==> config.mk <==
export PLATFORM = sky130hd
export DESIGN_NAME = timed_on_delayed_off_switch
export DESIGN_NICKNAME = d
export VERILOG_FILES = /design/src/rtl/core/tod_pkg.sv /design/src/rtl/core/timed_on_delayed_off_switch.sv /design/src/rtl/core/tod_ram.sv /design/src/rtl/core/tod_seq.sv
export SDC_FILE = /design/constraint.sdc
export NUM_CORES = 1
export LEC_CHECK = 0
export BUFFER_PORTS_ARGS = -buffer_cell sky130_fd_sc_hd__buf_2
export CAP_MARGIN = 5
export CORE_ASPECT_RATIO = 1.4
export CORE_UTILIZATION = 55
export CTS_BUF_LIST = sky130_fd_sc_hd__clkbuf_16
export CTS_CLUSTER_SIZE = 40
export DETAILED_ROUTE_END_ITERATION = 8
export GPL_TIMING_DRIVEN = 0
export PLACE_DENSITY = 0.75
export SYNTH_ARGS = -nofsm -noshare
export SYNTH_HDL_FRONTEND = slang
export SYNTH_SLANG_ARGS = --single-unit
export TNS_END_PERCENT = 1
==> constraint.sdc <==
create_clock -name clock -period 7 [get_ports clock]
set_input_delay 0.7 -clock clock [delete_from_list [all_inputs] [get_ports clock]]
set_output_delay 0.7 -clock clock [all_outputs]
set_load 0.1 [all_outputs]
==> src/rtl/core/tod_pkg.sv <==
// Shared types, constants and channel update functions for the timed-on /
// delayed-off switch bank. No dependencies.
package tod_pkg;

   localparam int CHANNELS = 4;
   localparam int CH_W = (CHANNELS > 1) ? $clog2(CHANNELS) : 1;

   localparam logic [15:0] STEP       = 16'd10;
   localparam logic [3:0]  WAKE_TICKS = 4'd10;

   typedef logic [CH_W-1:0] idx_type;

   typedef enum logic [2:0] {
      OP_OFF    = 3'd0,
      OP_ON     = 3'd1,
      OP_TOGGLE = 3'd2,
      OP_TIMED  = 3'd3,
      OP_LAMP   = 3'd4,
      OP_TICK   = 3'd5
   } opcode_type;

   typedef enum logic [1:0] {
      MODE_OFF     = 2'd0,
      MODE_ON      = 2'd1,
      MODE_TIMED   = 2'd2,
      MODE_DELAYED = 2'd3
   } mode_type;

   typedef enum logic {
      ST_IDLE = 1'b0,
      ST_RUN  = 1'b1
   } seq_state_type;

   typedef struct packed {
      mode_type    mode;
      logic        lamp;
      logic [15:0] on_cnt;
      logic [15:0] off_cnt;
      logic        armed;
      logic [3:0]  ticks;
   } chan_state_type;

   typedef struct packed {
      logic           rd_en;
      idx_type        rd_idx;
      logic           wr_en;
      idx_type        wr_idx;
      chan_state_type wr_data;
   } ram_req_type;

   function automatic logic [15:0] drop_ten(input logic [15:0] v);
      return (v >= STEP) ? 16'(v - STEP) : 16'd0;
   endfunction

   function automatic chan_state_type reevaluate(input chan_state_type s, input logic dec);
      chan_state_type r;
      logic [3:0]     nxt;
      logic [15:0]    on;
      logic [15:0]    off;
      r   = s;
      nxt = WAKE_TICKS;
      on  = s.on_cnt;
      off = s.off_cnt;
      unique case (s.mode)
         MODE_ON: begin
            if (on != 16'd0) r.mode = MODE_TIMED;
            else if (off != 16'd0) r.mode = MODE_DELAYED;
         end
         MODE_OFF: begin
            if (on != 16'd0) begin
               r.lamp = 1'b1;
               r.mode = MODE_TIMED;
            end else if (off != 16'd0) begin
               r.mode = MODE_DELAYED;
            end
         end
         MODE_TIMED: begin
            if (dec) on = drop_ten(on);
            r.on_cnt = on;
            if (on == 16'd0) begin
               r.lamp = 1'b0;
               if (off != 16'd0) begin
                  r.mode = MODE_DELAYED;
               end else begin
                  r.mode = MODE_OFF;
                  nxt    = 4'd0;
               end
            end else if (on < STEP) begin
               nxt = on[3:0];
            end
         end
         MODE_DELAYED: begin
            if (dec) off = drop_ten(off);
            r.off_cnt = off;
            if (off == 16'd0) begin
               r.mode = MODE_OFF;
               nxt    = 4'd0;
            end else if (off < STEP) begin
               nxt = off[3:0];
            end
         end
      endcase
      if (nxt != 4'd0) begin
         r.armed = 1'b1;
         r.ticks = nxt;
      end
      return r;
   endfunction

   function automatic chan_state_type cmd_off(input chan_state_type s);
      chan_state_type r;
      r = s;
      priority case (s.mode)
         MODE_ON: begin
            r.mode = MODE_OFF;
            r.lamp = 1'b0;
         end
         MODE_TIMED: begin
            r.on_cnt = 16'd0;
            r.armed  = 1'b0;
            r.ticks  = 4'd0;
            r       = reevaluate(r, 1'b0);
         end
         default: begin
         end
      endcase
      return r;
   endfunction

   function automatic chan_state_type cmd_on(input chan_state_type s);
      chan_state_type r;
      r = s;
      priority case (s.mode)
         MODE_OFF: begin
            r.lamp = 1'b1;
            r.mode = MODE_ON;
         end
         MODE_TIMED, MODE_DELAYED: begin
            r.armed   = 1'b0;
            r.ticks   = 4'd0;
            r.on_cnt  = 16'd0;
            r.off_cnt = 16'd0;
            if (s.mode == MODE_DELAYED) r.lamp = 1'b1;
            r.mode = MODE_ON;
         end
         default: begin
         end
      endcase
      return r;
   endfunction

   function automatic logic cmd_ignored(input chan_state_type s, input opcode_type op,
                                        input logic only_on);
      return (op == OP_TIMED) && only_on && (s.mode != MODE_ON);
   endfunction

   function automatic chan_state_type cmd_update(input chan_state_type s,
                                                 input opcode_type op,
                                                 input logic only_on,
                                                 input logic [15:0] on_req,
                                                 input logic [15:0] off_req,
                                                 input logic lv);
      chan_state_type r;
      r = s;
      priority case (op)
         OP_OFF: r = cmd_off(s);
         OP_ON:  r = cmd_on(s);
         OP_TOGGLE: begin
            if (s.mode == MODE_ON || s.mode == MODE_TIMED) r = cmd_off(s);
            else r = cmd_on(s);
         end
         OP_TIMED: begin
            if (!(only_on && s.mode != MODE_ON)) begin
               if (s.mode != MODE_DELAYED) r.on_cnt = on_req;
               r.off_cnt = off_req;
               r = reevaluate(r, 1'b0);
            end
         end
         OP_LAMP: begin
            r.lamp = lv;
            if ((s.mode == MODE_ON || s.mode == MODE_TIMED) && !lv) r.mode = MODE_OFF;
            else if ((s.mode == MODE_OFF || s.mode == MODE_DELAYED) && lv) r.mode = MODE_ON;
         end
         default: begin
         end
      endcase
      return r;
   endfunction

   function automatic chan_state_type tick_update(input chan_state_type s);
      chan_state_type r;
      r = s;
      if (s.armed) begin
         if (s.ticks > 4'd1) begin
            r.ticks = 4'(s.ticks - 4'd1);
         end else begin
            r.armed = 1'b0;
            r.ticks = 4'd0;
            r       = reevaluate(r, 1'b1);
         end
      end
      return r;
   endfunction

endpackage

==> src/rtl/core/timed_on_delayed_off_switch.sv <==
// Timed-on / delayed-off switch bank: top level joining sequencer and state memory.
// Depends on tod_pkg, tod_ram and tod_seq.
// The channel read of an accepted transaction is registered in the state memory, then its result at the output.
// A new transaction is stalled until the last one is done; a tick steps through the
// channels one channel per cycle while the output is not stalled, via the state memory's read and write ports.
// Reset clears per-channel valid bits at once, so all channels read as off; no clearing pass.
module timed_on_delayed_off_switch (
   input  logic        clock,
   input  logic        reset,
   input  logic        req_valid,
   output logic        req_stall,
   input  logic [2:0]  req_opcode,
   input  logic [1:0]  req_channel,
   input  logic        req_only_when_on,
   input  logic [15:0] req_on_time_req,
   input  logic [15:0] req_off_wait_req,
   input  logic        req_lamp_value,
   output logic        rsp_valid,
   input  logic        rsp_stall,
   output logic [1:0]  rsp_out_channel,
   output logic [1:0]  rsp_mode,
   output logic        rsp_lamp_on,
   output logic [15:0] rsp_on_time_left,
   output logic [15:0] rsp_off_wait_left,
   output logic        rsp_ignored,
   output logic        rsp_last
);
   import tod_pkg::*;

   ram_req_type    ram_req;
   chan_state_type rd_data;

   tod_ram u_ram (
      .clock   (clock),
      .reset   (reset),
      .ram_req (ram_req),
      .rd_data (rd_data)
   );

   tod_seq u_seq (
      .clock             (clock),
      .reset             (reset),
      .req_valid         (req_valid),
      .req_stall         (req_stall),
      .req_opcode        (req_opcode),
      .req_channel       (req_channel),
      .req_only_when_on  (req_only_when_on),
      .req_on_time_req   (req_on_time_req),
      .req_off_wait_req  (req_off_wait_req),
      .req_lamp_value    (req_lamp_value),
      .rsp_valid         (rsp_valid),
      .rsp_stall         (rsp_stall),
      .rsp_out_channel   (rsp_out_channel),
      .rsp_mode          (rsp_mode),
      .rsp_lamp_on       (rsp_lamp_on),
      .rsp_on_time_left  (rsp_on_time_left),
      .rsp_off_wait_left (rsp_off_wait_left),
      .rsp_ignored       (rsp_ignored),
      .rsp_last          (rsp_last),
      .ram_req           (ram_req),
      .rd_data           (rd_data)
   );

endmodule

==> src/rtl/core/tod_ram.sv <==
// Per-channel state memory: one read and one write port, registered read.
// Depends on tod_pkg; unwritten entries read as the all-off state.
module tod_ram (
   input  logic                    clock,
   input  logic                    reset,
   input  tod_pkg::ram_req_type    ram_req,
   output tod_pkg::chan_state_type rd_data
);
   import tod_pkg::*;

   chan_state_type ram_ff [CHANNELS];
   logic [CHANNELS-1:0] vld_ff;
   chan_state_type rd_q_ff;
   logic rd_vld_ff;

   always_ff @(posedge clock) begin
      if (ram_req.wr_en) ram_ff[ram_req.wr_idx] <= ram_req.wr_data;
      if (ram_req.rd_en) rd_q_ff <= ram_ff[ram_req.rd_idx];
   end

   always_ff @(posedge clock) begin
      if (reset) begin
         vld_ff    <= '0;
         rd_vld_ff <= 1'b0;
      end else begin
         if (ram_req.wr_en) vld_ff[ram_req.wr_idx] <= 1'b1;
         if (ram_req.rd_en) rd_vld_ff <= vld_ff[ram_req.rd_idx];
      end
   end

   assign rd_data = rd_vld_ff ? rd_q_ff : chan_state_type'('0);

endmodule

==> src/rtl/core/tod_seq.sv <==
// Transaction sequencer: reads a channel, applies the command or tick update,
// writes it back and registers the result. Depends on tod_pkg.
module tod_seq (
   input  logic                    clock,
   input  logic                    reset,
   input  logic                    req_valid,
   output logic                    req_stall,
   input  logic [2:0]              req_opcode,
   input  logic [1:0]              req_channel,
   input  logic                    req_only_when_on,
   input  logic [15:0]             req_on_time_req,
   input  logic [15:0]             req_off_wait_req,
   input  logic                    req_lamp_value,
   output logic                    rsp_valid,
   input  logic                    rsp_stall,
   output logic [1:0]              rsp_out_channel,
   output logic [1:0]              rsp_mode,
   output logic                    rsp_lamp_on,
   output logic [15:0]             rsp_on_time_left,
   output logic [15:0]             rsp_off_wait_left,
   output logic                    rsp_ignored,
   output logic                    rsp_last,
   output tod_pkg::ram_req_type    ram_req,
   input  tod_pkg::chan_state_type rd_data
);
   import tod_pkg::*;

   seq_state_type  state_ff, state_in;
   opcode_type     op_ff, op_in;
   logic [1:0]     ch_ff, ch_in;
   logic           bad_ff, bad_in;
   logic           only_ff, only_in;
   logic [15:0]    on_req_ff, on_req_in;
   logic [15:0]    off_req_ff, off_req_in;
   logic           lv_ff, lv_in;
   idx_type        idx_ff, idx_in;

   logic           rsp_valid_ff, rsp_valid_in;
   logic [1:0]     rsp_ch_ff, rsp_ch_in;
   logic [1:0]     rsp_mode_ff, rsp_mode_in;
   logic           rsp_lamp_ff, rsp_lamp_in;
   logic [15:0]    rsp_on_ff, rsp_on_in;
   logic [15:0]    rsp_off_ff, rsp_off_in;
   logic           rsp_ign_ff, rsp_ign_in;
   logic           rsp_last_ff, rsp_last_in;

   logic           accept;
   logic           in_range;
   logic           is_tick;
   logic           out_free;
   logic           item_last;
   chan_state_type upd;

   always_ff @(posedge clock) begin
      if (reset) begin
         state_ff     <= ST_IDLE;
         rsp_valid_ff <= 1'b0;
      end else begin
         state_ff     <= state_in;
         rsp_valid_ff <= rsp_valid_in;
      end
   end

   always_ff @(posedge clock) begin
      op_ff       <= op_in;
      ch_ff       <= ch_in;
      bad_ff      <= bad_in;
      only_ff     <= only_in;
      on_req_ff   <= on_req_in;
      off_req_ff  <= off_req_in;
      lv_ff       <= lv_in;
      idx_ff      <= idx_in;
      rsp_ch_ff   <= rsp_ch_in;
      rsp_mode_ff <= rsp_mode_in;
      rsp_lamp_ff <= rsp_lamp_in;
      rsp_on_ff   <= rsp_on_in;
      rsp_off_ff  <= rsp_off_in;
      rsp_ign_ff  <= rsp_ign_in;
      rsp_last_ff <= rsp_last_in;
   end

   always_comb begin
      req_stall = (state_ff != ST_IDLE);
      accept    = req_valid && !req_stall;
      in_range  = (32'(req_channel) < CHANNELS);
      is_tick   = (op_ff == OP_TICK);
      out_free  = !rsp_valid_ff || !rsp_stall;
      item_last = !is_tick || (idx_ff == idx_type'(CHANNELS - 1));

      if (is_tick) upd = tick_update(rd_data);
      else upd = cmd_update(rd_data, op_ff, only_ff, on_req_ff, off_req_ff, lv_ff);

      state_in    = state_ff;
      op_in       = op_ff;
      ch_in       = ch_ff;
      bad_in      = bad_ff;
      only_in     = only_ff;
      on_req_in   = on_req_ff;
      off_req_in  = off_req_ff;
      lv_in       = lv_ff;
      idx_in      = idx_ff;

      rsp_valid_in = rsp_valid_ff && rsp_stall;
      rsp_ch_in    = rsp_ch_ff;
      rsp_mode_in  = rsp_mode_ff;
      rsp_lamp_in  = rsp_lamp_ff;
      rsp_on_in    = rsp_on_ff;
      rsp_off_in   = rsp_off_ff;
      rsp_ign_in   = rsp_ign_ff;
      rsp_last_in  = rsp_last_ff;

      ram_req = '0;

      unique case (state_ff)
         ST_IDLE: begin
            if (accept) begin
               op_in      = opcode_type'(req_opcode);
               ch_in      = req_channel;
               bad_in     = !in_range;
               only_in    = req_only_when_on;
               on_req_in  = req_on_time_req;
               off_req_in = req_off_wait_req;
               lv_in      = req_lamp_value;
               if (req_opcode == OP_TICK) begin
                  idx_in         = '0;
                  bad_in         = 1'b0;
                  ram_req.rd_en  = 1'b1;
                  ram_req.rd_idx = '0;
                  state_in       = ST_RUN;
               end else if (req_opcode < OP_TICK) begin
                  idx_in         = idx_type'(req_channel);
                  ram_req.rd_en  = in_range;
                  ram_req.rd_idx = idx_type'(req_channel);
                  state_in       = ST_RUN;
               end
            end
         end
         ST_RUN: begin
            if (out_free) begin
               rsp_valid_in = 1'b1;
               rsp_last_in  = item_last;
               if (bad_ff) begin
                  rsp_ch_in   = ch_ff;
                  rsp_mode_in = MODE_OFF;
                  rsp_lamp_in = 1'b0;
                  rsp_on_in   = 16'd0;
                  rsp_off_in  = 16'd0;
                  rsp_ign_in  = 1'b0;
               end else begin
                  rsp_ch_in       = is_tick ? 2'(idx_ff) : ch_ff;
                  rsp_mode_in     = upd.mode;
                  rsp_lamp_in     = upd.lamp;
                  rsp_on_in       = upd.on_cnt;
                  rsp_off_in      = upd.off_cnt;
                  rsp_ign_in      = !is_tick && cmd_ignored(rd_data, op_ff, only_ff);
                  ram_req.wr_en   = 1'b1;
                  ram_req.wr_idx  = idx_ff;
                  ram_req.wr_data = upd;
               end
               if (item_last) begin
                  state_in = ST_IDLE;
               end else begin
                  idx_in         = idx_type'(idx_ff + idx_type'(1));
                  ram_req.rd_en  = 1'b1;
                  ram_req.rd_idx = idx_type'(idx_ff + idx_type'(1));
               end
            end
         end
      endcase
   end

   assign rsp_valid         = rsp_valid_ff;
   assign rsp_out_channel   = rsp_ch_ff;
   assign rsp_mode          = rsp_mode_ff;
   assign rsp_lamp_on       = rsp_lamp_ff;
   assign rsp_on_time_left  = rsp_on_ff;
   assign rsp_off_wait_left = rsp_off_ff;
   assign rsp_ignored       = rsp_ign_ff;
   assign rsp_last          = rsp_last_ff;

endmodule

### Word level (Yosys, flattened, before mapping)

Memories as Yosys holds them, arrays and structs flattened. A register that Yosys moved wholly into a read port is not among the register bits.
Index checks and enable logic that the tools add are counted.

* word-level logic and storage cells: 194
* register bits: 87
* input bits: 43
* memory bits (writable): 160
* output and inout port bits: 41
* memories kept: 1

* bitwise gates (word level): 2
* multiplexer cells: 105
* equality and inequality tests: 16
* add/subtract/negate cells: 4
* $lt $le $gt $ge: 11
* reductions and logical operators: 37

Memories
* u_ram.ram_ff: depth 4, bits a word 40, rd ports 1, clocked after Yosys merged registers in 1, wr ports 1, line tod_ram.sv:11 `chan_state_type ram_ff [CHANNELS];`

Operator list (number)
* $mux W16: 16
* $mux W40: 5
* $pmux W37 S4: 1
* $mux W37: 3
* $mux W4: 23
* $logic_not A16 Y1: 4
* $lt A16 B4 Y1 const B: 4
* $reduce_bool A16 Y1: 4
* $mux W46: 1
* $mux W43: 1
* $mux W36: 1
* $ge A16 B4 Y1 const B: 2
* $mux W2: 16
* $sub A16 B4 Y16 const B: 2
* $mux W5: 4
* $mux W3: 6
* $pmux W3 S2: 3
* $pmux W4 S2: 2
* $reduce_bool A4 Y1: 4
* $pmux W3 S5: 1
* $mux W1: 14
* $pmux W2 S3: 2
* $eq A3 B3 Y1 const B: 3
* $logic_and A1 B1 Y1: 9
* other kinds (26): 44

### Longest topological paths before layout

* depth after elaboration: 26
* gate-level depth with buffers: 17
* gate-level depth less buffers: 11

### Hierarchy

From an unflattened synthesis, not the netlist that was laid out.

* cell total of the unflattened synthesis: 1033
* area, all modules: 13609.3 um^2

By module, submodules not included
* tod_ram: instances 1, area an instance 7521.0 um^2, cells an instance 316
* tod_seq: instances 1, area an instance 6088.3 um^2, cells an instance 717

### Worst setup path before layout

OpenSTA, ideal clock, no wires.

* kind: register -> register
* start: reg u_seq.state_ff, in the netlist u_seq.req_stall
* end: reg u_ram.rd_vld_ff
* setup time: 0.130 ns
* cell stages (with the launch flop): 6
* arrival: 4.889 ns
* clock period less this slack: 5.019 ns
* path buffers: 1
* setup slack: 1.981 ns
* cells stage by stage: dfxtp_1 -> nand2_1 -> clkbuf_1 -> o21ai_0 -> or2_2 -> a21oi_1

RTL lines
* start, declared: line tod_seq.sv:28 `seq_state_type state_ff, state_in;`
* start signal, assigned: line tod_seq.sv:59 `state_ff <= state_in;`
* end signal, assigned: line tod_ram.sv:27 `if (ram_req.rd_en) rd_vld_ff <= vld_ff[ram_req.rd_idx];`
* end, declared: line tod_ram.sv:14 `logic rd_vld_ff;`

==> run_results.csv <==
group,metric,value,unit
worst_hold_path,hold_class,"input port to register",
synth,postSynthCellCount,1221,
outcome,run_status,"finished clean",
clock_tree,cts_buffer_depth,3,
clock_tree,cts_buffers,27,
worst_setup_path,slowest_delay,0.61,ns
timing,period_share,0.933,
floorplan,dieArea,0.0259,mm^2
worst_setup_path,worstSetupStartpointType,"register",
clock_tree,cts.htree.levels,1,
timing,whs,0.309,ns
synth,synth-seq-area-share,0.617,
synth,ys.flop_type,"edfxtp_1",
timing,fmax,0.153,GHz
worst_setup_path,slowest_stage,"a311oi_1",
synth,syn_area,0.0139,mm^2
clock_tree,post_cts_buffers,0,
floorplan,chipHeight,190,um
worst_setup_path,end_kind,"register",
detailed_routing,num_vias,11100,
worst_setup_path,path_common_cell,"clkbuf_1",
timing,maxSlewHeadroom,0.336,
synth,ys_top_cells_by_area,"edfxtp_1 (61%), nand2_1 (4.4%), and2_1 (3.7%), a211oi_1 (2.5%), a31oi_1 (2.5%)",
worst_setup_path,critPathRequiredTime,7.27,ns
synth,yosys.area.top_type,"edfxtp_1",
detailed_routing,dr.pass1.iters,5,
place,place.gp.congestion,0.962,
synth,synth_top_area_frac,0.607,
place,port_buffers,83,
worst_setup_path,path_buf_inv,7,
clock_tree,ctsResizeCount,0,
layout,drive_gt1_frac,0.116,
clock_tree,path_clk_slew,0.06,ns
worst_setup_path,cp_max_fo,10,
worst_setup_path,crit_type,"register to register",
global_route,grt-ovfl-total,0,
worst_setup_path,crit_chain,"clkbuf_1, clkbuf_1, clkbuf_1, clkbuf_1, clkbuf_1, nand2_1, ha_1, nor2b_1, clkbuf_1, o31a_1, nand4_1, or2_0, clkbuf_1, nor4_1, a32oi_1, mux2_2, a311oi_1",
timing,clock-skew-final,0.0130,ns
detailed_routing,drc,0,
synth,yosysWarnings,0,
clock_tree,cts_sinks,287,
clock_tree,root_buffer,"clkbuf_16",
detailed_routing,ant_nets,0,
place,place_hpwl,28400,um
timing,rsz0062_at_grt,"no",
layout,layout_commonest_cell,"edfxtp_1",
layout,fin_cells,1674,
clock_tree,clk_latency,0.56,ns
floorplan,io_pins,84,
layout,fill_cells,1945,
timing,slew_viol_final,0,
layout,layout.nets,1397,
clock_tree,cts_tree,"yes",
timing,worst_pin_slew,0.989,ns
detailed_routing,avgRoutedWirePerCell,24.5,um
worst_setup_path,crit_family,"buffers and inverters",
synth,ys_async_sr_fraction,0,
timing,fin_crit,6.53,ns
layout,mostFrequentLayoutCells,"edfxtp_1 (280), nand2_1 (163), buf_2 (87)",
floorplan,num_rows,68,
synth,yosysUniqueCellTypes,77,
floorplan,start_util,0.562,
synth,syn_area_per_cell,11.4,um^2
place,post-place-cells,1629,
global_route,grt_pass1_wl,61300,um
timing,finalHoldViolations,0,
floorplan,coreArea,0.0247,mm^2
global_route,grt_pass1_vias,10600,
global_route,grt_antenna_before_repair,0,
synth,synth-edff-count,280,
clock_tree,hold_buffers,0,
synth,synth_nets,1273,
synth,ys_ff_latch,287,
detailed_routing,wl,41000,um
power_and_ir_drop,ir_worst_vdd,0.205,mV
global_route,grt_start_max_net_pins,33,
floorplan,die_w,136,um
detailed_routing,drt_iter0_markers,1136,
job,drv_cap,0,
detailed_routing,viasPerCell,6.61,
global_route,grt_usage,0.320,
worst_setup_path,critPathArrivalTime,6.80,ns
timing,fin_setup_tns,0,ns
layout,syn2layout_area_growth,13.2,%
layout,num_antenna_cells,0,
power_and_ir_drop,leakagePower,5.14,nW
power_and_ir_drop,power.density,243,mW/mm^2
timing,finalSetupViolations,0,
==> flip-flops by register name, summed over array words and instances (netlist names), 2 cells and up <==
register                 cells
u_seq.rsp_out_channel        2
u_ram.vld_ff                 4
u_seq.ch_ff                  2
u_ram.rd_q_ff               40
u_seq.rsp_mode               2
u_seq.on_req_ff             16
u_ram.ram_ff               160
u_seq.op_ff                  3
u_seq.rsp_off_wait_left     16
u_seq.idx_ff                 2
u_seq.rsp_on_time_left      16
u_seq.off_req_ff            16
==> layout make-up <==
cell class,instances,area (um^2),area share
plain buffers,85,332,0.0211
flip-flops and latches,287,8550,0.545
multi-input cells,836,4970,0.317
inverters,13,48.8,0.00311
clock inverters,16,128,0.00813
well taps,315,394,0.0251
clock buffers,27,676,0.0431
repair buffers,95,597,0.0380
==> power by group <==
group / internal [W] / switching (W)
logic: 0.000114 / 0.000331
clock network: 0.000765 / 0.000600
registers: 0.00196 / 0.0000451
==> logic make-up (layout without fill, tap and decap cells) <==
family	Yosys count	after routing	share of synthesized area
adder cells (fa/ha/maj)	9	9	0.00812
buffers and inverters	98	236	0.0273
flip-flops	287	287	0.617
AO/OA/AOI/OAI	343	343	0.169
multiplexers	6	6	0.00460
XOR/XNOR	10	10	0.00632
AND/OR/NAND/NOR	468	468	0.168
==> synthesized netlist by cell type (16+ instances only) <==
| cell type | count |
|---|---|
| a21oi_1 | 61 |
| nor2_1 | 76 |
| nor3_1 | 33 |
| clkbuf_1 | 76 |
| a211oi_1 | 46 |
| a31oi_1 | 55 |
| a22oi_1 | 16 |
| nand2_1 | 163 |
| o21ai_0 | 44 |
| nor4_1 | 25 |
| and2_1 | 82 |
| edfxtp_1 | 280 |
| nand3_1 | 21 |
==> metal layers <==
layer  global-route usage  vias up  wire length [um]
met3               0.0442      138              3400
met4                0.168        0              2140
met1                0.415     5325             15600
met2                0.522      623             19800
li1                     -     4973                 -
met5                    0        -                 0
==> path summary, 6_finish.rpt <==
path                        from  slack [ns]  cells past startpoint                  end
max              u_ram.rd_vld_ff        0.47                     17   u_ram.ram_ff[1][0]
min          req_off_wait_req[3]        0.31                      1  u_seq.off_req_ff[3]
min reg2reg      u_ram.vld_ff[1]        0.48                      2      u_ram.vld_ff[1]
max reg2reg      u_ram.rd_vld_ff        0.47                     17   u_ram.ram_ff[1][0]
==> metrics by stage <==
| stage | utilization | instance area, um^2 | worst slack, ns | total power [W] |
|---|---|---|---|---|
| after detailed placement | 0.603 | 14900 | 0.770 | 0.00247 |
| after global routing | 0.636 | 15700 | 0.245 | 0.00392 |
| final | 0.636 | 15700 | 0.467 | 0.00381 |
| after CTS | 0.635 | 15700 | 0.715 | 0.00381 |
| after floorplan | - | 13900 | 1.98 | 0.00232 |
| after global placement | 0.595 | 14700 | -0.468 | 0.00246 |
(Power assumes the default switching activity.)
